File: config.mk
export PLATFORM = sky130hd
export DESIGN_NAME = sik_isqrt
export DESIGN_NICKNAME = d
export VERILOG_FILES = /design/src/sik_pkg.sv /design/src/sik_isqrt.sv
export SDC_FILE = /design/constraint.sdc
export NUM_CORES = 1
export LEC_CHECK = 0
export ABC_CLOCK_PERIOD_IN_PS = 7960
export BUFFER_PORTS_ARGS = -buffer_cell sky130_fd_sc_hd__buf_4
export CAP_MARGIN = 40
export CORE_MARGIN = 3
export CORE_UTILIZATION = 57
export DETAILED_ROUTE_END_ITERATION = 16
export GPL_TIMING_DRIVEN = 0
export PLACE_DENSITY_LB_ADDON = 0.3
export SYNTH_ARGS = -nofsm -noshare
export SYNTH_HDL_FRONTEND = slang
export SYNTH_SLANG_ARGS = --single-unit
File: constraint.sdc
create_clock -name clk -period 7.96 [get_ports clk]
set_input_delay 0.796 -clock clk [delete_from_list [all_inputs] [get_ports clk]]
set_output_delay 0.796 -clock clk [all_outputs]
set_load 0.01 [all_outputs]
File: src/sik_pkg.sv
// sik_pkg: shared types, constants and helper functions for the scara
// inverse kinematics block (cordic stage record, state encoding, rounding)
// no dependencies
package sik_pkg;

	// cordic datapath widths: operands normalized to 2^40, angle in degrees q24
	localparam int DW = 44;
	localparam int ZW = 35;
	localparam int ROOT_IW = 48;
	localparam int ROOT_OW = 24;

	localparam logic signed [ZW-1:0] ANG_LIM = 35'sd3019898880;
	localparam logic signed [DW-1:0] NORM_HI = 44'sh100_0000_0000;
	localparam logic signed [DW-1:0] NORM_LO = -NORM_HI;

	// configuration register indexes
	localparam logic [1:0] REG_MAX_REACH = 2'd0;
	localparam logic [1:0] REG_MIN_REACH = 2'd1;
	localparam logic [1:0] REG_ELBOW_SEL = 2'd2;

	typedef struct packed {
		logic                 vld;
		logic signed [DW-1:0] x;
		logic signed [DW-1:0] y;
		logic signed [ZW-1:0] z;
	} cordic_t;

	typedef enum logic [3:0] {
		ST_IDLE,
		ST_R2,
		ST_CHECK,
		ST_ROOT,
		ST_RWAIT,
		ST_NORM,
		ST_FEEDA,
		ST_FEEDB,
		ST_WAIT,
		ST_ANG,
		ST_FIN
	} state_t;

	// elementary angle of micro-rotation i in degrees q24
	function automatic longint elem_angle(input int i);
		longint r;
		begin
			case (i)
				0: r = 64'd754974720;
				1: r = 64'd445687602;
				2: r = 64'd235489089;
				3: r = 64'd119537938;
				4: r = 64'd60000934;
				5: r = 64'd30029717;
				6: r = 64'd15018523;
				7: r = 64'd7509720;
				8: r = 64'd3754917;
				9: r = 64'd1877466;
				10: r = 64'd938734;
				11: r = 64'd469367;
				12: r = 64'd234684;
				13: r = 64'd117342;
				default: r = (64'd961263669 + (64'd1 << (i - 1))) >> i;
			endcase
			return r;
		end
	endfunction

	// magnitude reached the normalization threshold
	function automatic logic is_big(input logic signed [DW-1:0] v);
		return (v >= NORM_HI) || (v <= NORM_LO);
	endfunction

	// left half-plane pre-rotation by 180 degrees
	function automatic cordic_t prerot(input logic signed [DW-1:0] a,
			input logic signed [DW-1:0] b);
		cordic_t c;
		begin
			c.vld = 1'b1;
			if (b[DW-1]) begin
				c.x = -b;
				c.y = -a;
				c.z = a[DW-1] ? -ANG_LIM : ANG_LIM;
			end else begin
				c.x = b;
				c.y = a;
				c.z = '0;
			end
			return c;
		end
	endfunction

	function automatic logic signed [ZW-1:0] clamp_ang(input logic signed [ZW-1:0] z);
		logic signed [ZW-1:0] r;
		begin
			r = z;
			if (z > ANG_LIM) r = ANG_LIM;
			if (z < -ANG_LIM) r = -ANG_LIM;
			return r;
		end
	endfunction

	// doubled angle, optionally negated, rounded half away from zero, wrapped
	function automatic logic signed [8:0] joint_deg(input logic signed [ZW-1:0] z,
			input logic neg);
		logic signed [ZW+1:0] v;
		logic [ZW+1:0] mag;
		logic [ZW+2:0] rnd;
		logic [ZW-22:0] qm;
		logic signed [ZW-21:0] q;
		begin
			v = (ZW+2)'(z) * 37'sd2;
			if (neg) v = -v;
			mag = v[ZW+1] ? (ZW+2)'(-v) : (ZW+2)'(v);
			rnd = (ZW+3)'(mag) + (ZW+3)'(38'd8388608);
			qm = rnd[ZW+2:24];
			q = v[ZW+1] ? -signed'({1'b0, qm}) : signed'({1'b0, qm});
			if (q > 14'sd180) q = q - 14'sd360;
			if (q < -14'sd180) q = q + 14'sd360;
			return q[8:0];
		end
	endfunction

endpackage

File: src/sik_isqrt.sv
// sik_isqrt: bit-pair integer square root, one result bit per cycle
// depends on sik_pkg
module sik_isqrt import sik_pkg::*; (
	input  logic               clk,
	input  logic               arst_n,
	input  logic               start,
	input  logic [ROOT_IW-1:0] din,
	output logic               busy,
	output logic [ROOT_OW-1:0] root
);

	logic               busy_q;
	logic [ROOT_IW-1:0] v_q;
	logic [ROOT_IW-1:0] r_q;
	logic [ROOT_IW-1:0] bit_q;
	logic [ROOT_IW:0]   trial;

	assign trial = {1'b0, r_q} + {1'b0, bit_q};

	// run control
	always_ff @(posedge clk or negedge arst_n) begin
		if (!arst_n) begin
			busy_q <= 1'b0;
		end else if (start) begin
			busy_q <= 1'b1;
		end else if (busy_q && bit_q[0]) begin
			busy_q <= 1'b0;
		end
	end

	// remainder, partial root and current bit pair
	always_ff @(posedge clk) begin
		if (start) begin
			v_q <= din;
			r_q <= '0;
			bit_q <= ROOT_IW'(1) << (ROOT_IW - 2);
		end else if (busy_q) begin
			if ({1'b0, v_q} >= trial) begin
				v_q <= v_q - trial[ROOT_IW-1:0];
				r_q <= (r_q >> 1) + bit_q;
			end else begin
				r_q <= r_q >> 1;
			end
			bit_q <= bit_q >> 2;
		end
	end

	assign busy = busy_q;
	assign root = r_q[ROOT_OW-1:0];

endmodule

==> impl_metrics.ini <==
[status]
status = completed

[floorplanning]
die_h_microns = 147
die_w_microns = 147
initial_core_util_pct = 58.2
core_area_sq_um = 19500
ios = 76
rows = 51
die_area_sq_um = 21700

[power]
ir_drop_v = 0.000213
powerDensity_nw_per_um2 = 313
p_leak_nw = 5.24

[grt]
grt_remaining_overflow = 0
met3_usage_pct = 6.76
grt_use_met1_pct = 42.0
met2_usage_pct = 52.0
grt_util_all_layers_pct = 32.4
grt-busiest-layer = met2
grt_max_degree = 25
antenna_found_initial = 0
grt_pass1_vias = 10990
grt_pass1_wl_mm = 56.4

[setup_path]
crit_fanout = 24
criticalPathCategory = reg2reg
ff2ff_path_depth = 24
endpoint_kind = flip-flop
cp.required_ns = 8.15
cp-start-kind = flip-flop
crit_arrival_ns = 7.31

[layout]
syn2layout_area_growth_pct = 13.5
layout-drive-gt1-share_pct = 12.3
mostFrequentLayoutCells = 135 x nor2_1, 135 x nand2_1, 111 x o21ai_0
final_nets = 1662
diodes = 0
utilization_pct = 66.1

[timing]
fin_hold_ws_ns = 0.117
report.final.slew_viol_count = 0
setup_viol = 0
fin_skew_ns = 0.00866
fin_crit_ns = 7.11
fmax_ghz = 0.141
layout_worst_path_cycle_share_pct = 89.4
rsz0062_at_grt = false
hold_viol = 0
worst_slew_margin_rel_pct = 43.4
worstMarginPinSlew_ns = 0.849

[drt]
post_drt_wl_per_cell_microns = 19.7
drt_iter0_markers = 1322
first_pass_iters = 6
routed-via-count = 11526
drt-total-wl_mm = 35.4
drc = 0
ant_nets = 0
via_per_inst = 6.44

[synthesis]
synth.ff_latch_count = 121
synth-edff-count = 48
synth_flop_cell = dfxtp_1
ys_seq_area_share_pct = 25.6
syn-mean-instance-area_sq_um = 8.03
synth_top_area_share_pct = 12.7
syn_inst = 1415
yosys.area.top_type = dfxtp_1
synthDistinctLibCells = 78
synth_nets = 1565
syn_area_sq_um = 11400
synth_fa_ha_area_share_pct = 11.0
synthMuxAreaShare_pct = 4.88
synth_compound_area_share_pct = 26.5
synth_xor_area_share_pct = 6.86
synthTopCellsByArea = dfxtp_1 13%, edfxtp_1 13%, ha_1 11%
ys.warnings.count = 0
synthSimpleGateAreaFrac_pct = 19.7
async_flop_share_pct = 0.826
synth_top_family_by_area = compound AO/OA/AOI/OAI gates

[clock_network]
insertion_delay_ns = 0.44
cts_max_path_buffers = 2
cts_setup_buffers = 0
cts_inserted_buffers = 17
cts_sinks = 121
cts_max_level = 4
tritoncts = built
cts_resized = 0
hold_buffers = 0
cts_root_buf = clkbuf_16
cts.clk_slew.worst_paths_ns = 0.06

[placement]
routabilityCongestion = 1.03
hpwl_mm = 26.6
port_buffers = 74

[run]
drv_cap = 0

[worst_hold_path]
min_path_type = in2async
[critical path, cell delays in order (launching register included)]
cell and delay, ns:
dfxtp_1 0.53, ha_1 0.34, a31oi_1 0.44, a211oi_2 0.21, a21oi_1 0.47, o41a_1 0.31
o41ai_2 0.12, o41ai_1 0.56, o21bai_1 0.23, a21oi_1 0.22, xor2_1 0.18, ha_1 0.24
clkbuf_1 0.20, and4_1 0.27, and3_1 0.23, a211oi_1 0.25, o21ai_0 0.12, a21oi_1 0.17
nand3_1 0.12, o211ai_2 0.31, buf_6 0.21, buf_6 0.19, buf_2 0.37, o21ai_4 0.24
buf_12 0.28
[per-layer routing]
layer	vias up	routed length [microns]
met5	-	0
met4	0	1570
met3	120	3200
met2	599	16200
met1	5321	14400
li1	5486	-
[metrics by stage]
stage / power (mW) / instances / instance area, sq um / setup TNS, ns / setup slack [ns]
floorplan: 2.63 / 1415 / 11400 / 0 / 0.715
global placement: 3.15 / 1754 / 12300 / -81.44 / -1.70
detailed placement: 3.20 / 1758 / 12300 / 0 / 0.980
CTS: 3.99 / 1790 / 12900 / 0 / 0.891
global route: 4.31 / 1790 / 12900 / 0 / 0.332
finish: 4.04 / 1790 / 12900 / 0 / 0.846
[Yosys cell counts, drive strengths merged, types with 9 or more instances]
library cell,number
o21bai,17
a31oi,43
or3,29
nor2b,15
inv,31
nand2b,15
a21o,35
o21ai,121
mux2,11
o311ai,9
clkbuf,57
nand2,136
a211oi,18
o31ai,23
xnor2,46
buf,41
ha,98
mux2i,43
nand3,28
and2,12
nor2,135
a21oi,83
nand4,27
xor2,43
a311oi,25
nor3,37
dfxtp,72
edfxtp,48
[cells by family (layout without fill, tap and decap cells)]
family,after synthesis,in the layout
xor gates and xnor gates,89,89
and+or+nand+nor,472,472
adders and majority gates,99,99
buffers and inverters,130,240
muxes,54,54
AOI/OAI and AO/OA,450,450
DFF,121,121
[report_power, final]
group	switching (mW)	total, mW	internal (mW)
clock	0.320	0.772	0.452
combinational	1.42	2.33	0.909
sequential	0.0735	0.939	0.865
[worst paths after layout]
kind                          start  endpoint  slack, ns
setup / recovery             r_q[2]    v_q[3]       0.85
hold / removal               arst_n      busy       0.12
min in group clk           bit_q[4]  bit_q[4]       0.57
setup reg to reg             r_q[2]    v_q[3]       0.85
hold reg to reg            bit_q[4]  bit_q[4]       0.57
max in group asynchronous    arst_n      busy       7.76
[sequential cells by signal, indices dropped and copies added (netlist names)]
| register | flops |
|---|---|
| bit_q | 24 |
| busy | 1 |
| r_q | 48 |
| v_q | 48 |
[layout make-up]
type	count	area (sq um)
well taps	265	332
multi-input cells	1164	7850
fillers	1716	6630
repair buffers	78	619
clock inverters	9	57.6
clock buffers	23	510
flip-flops and latches	121	2910
inverters	32	120
plain buffers	98	503
(Power assumes the default switching activity.)
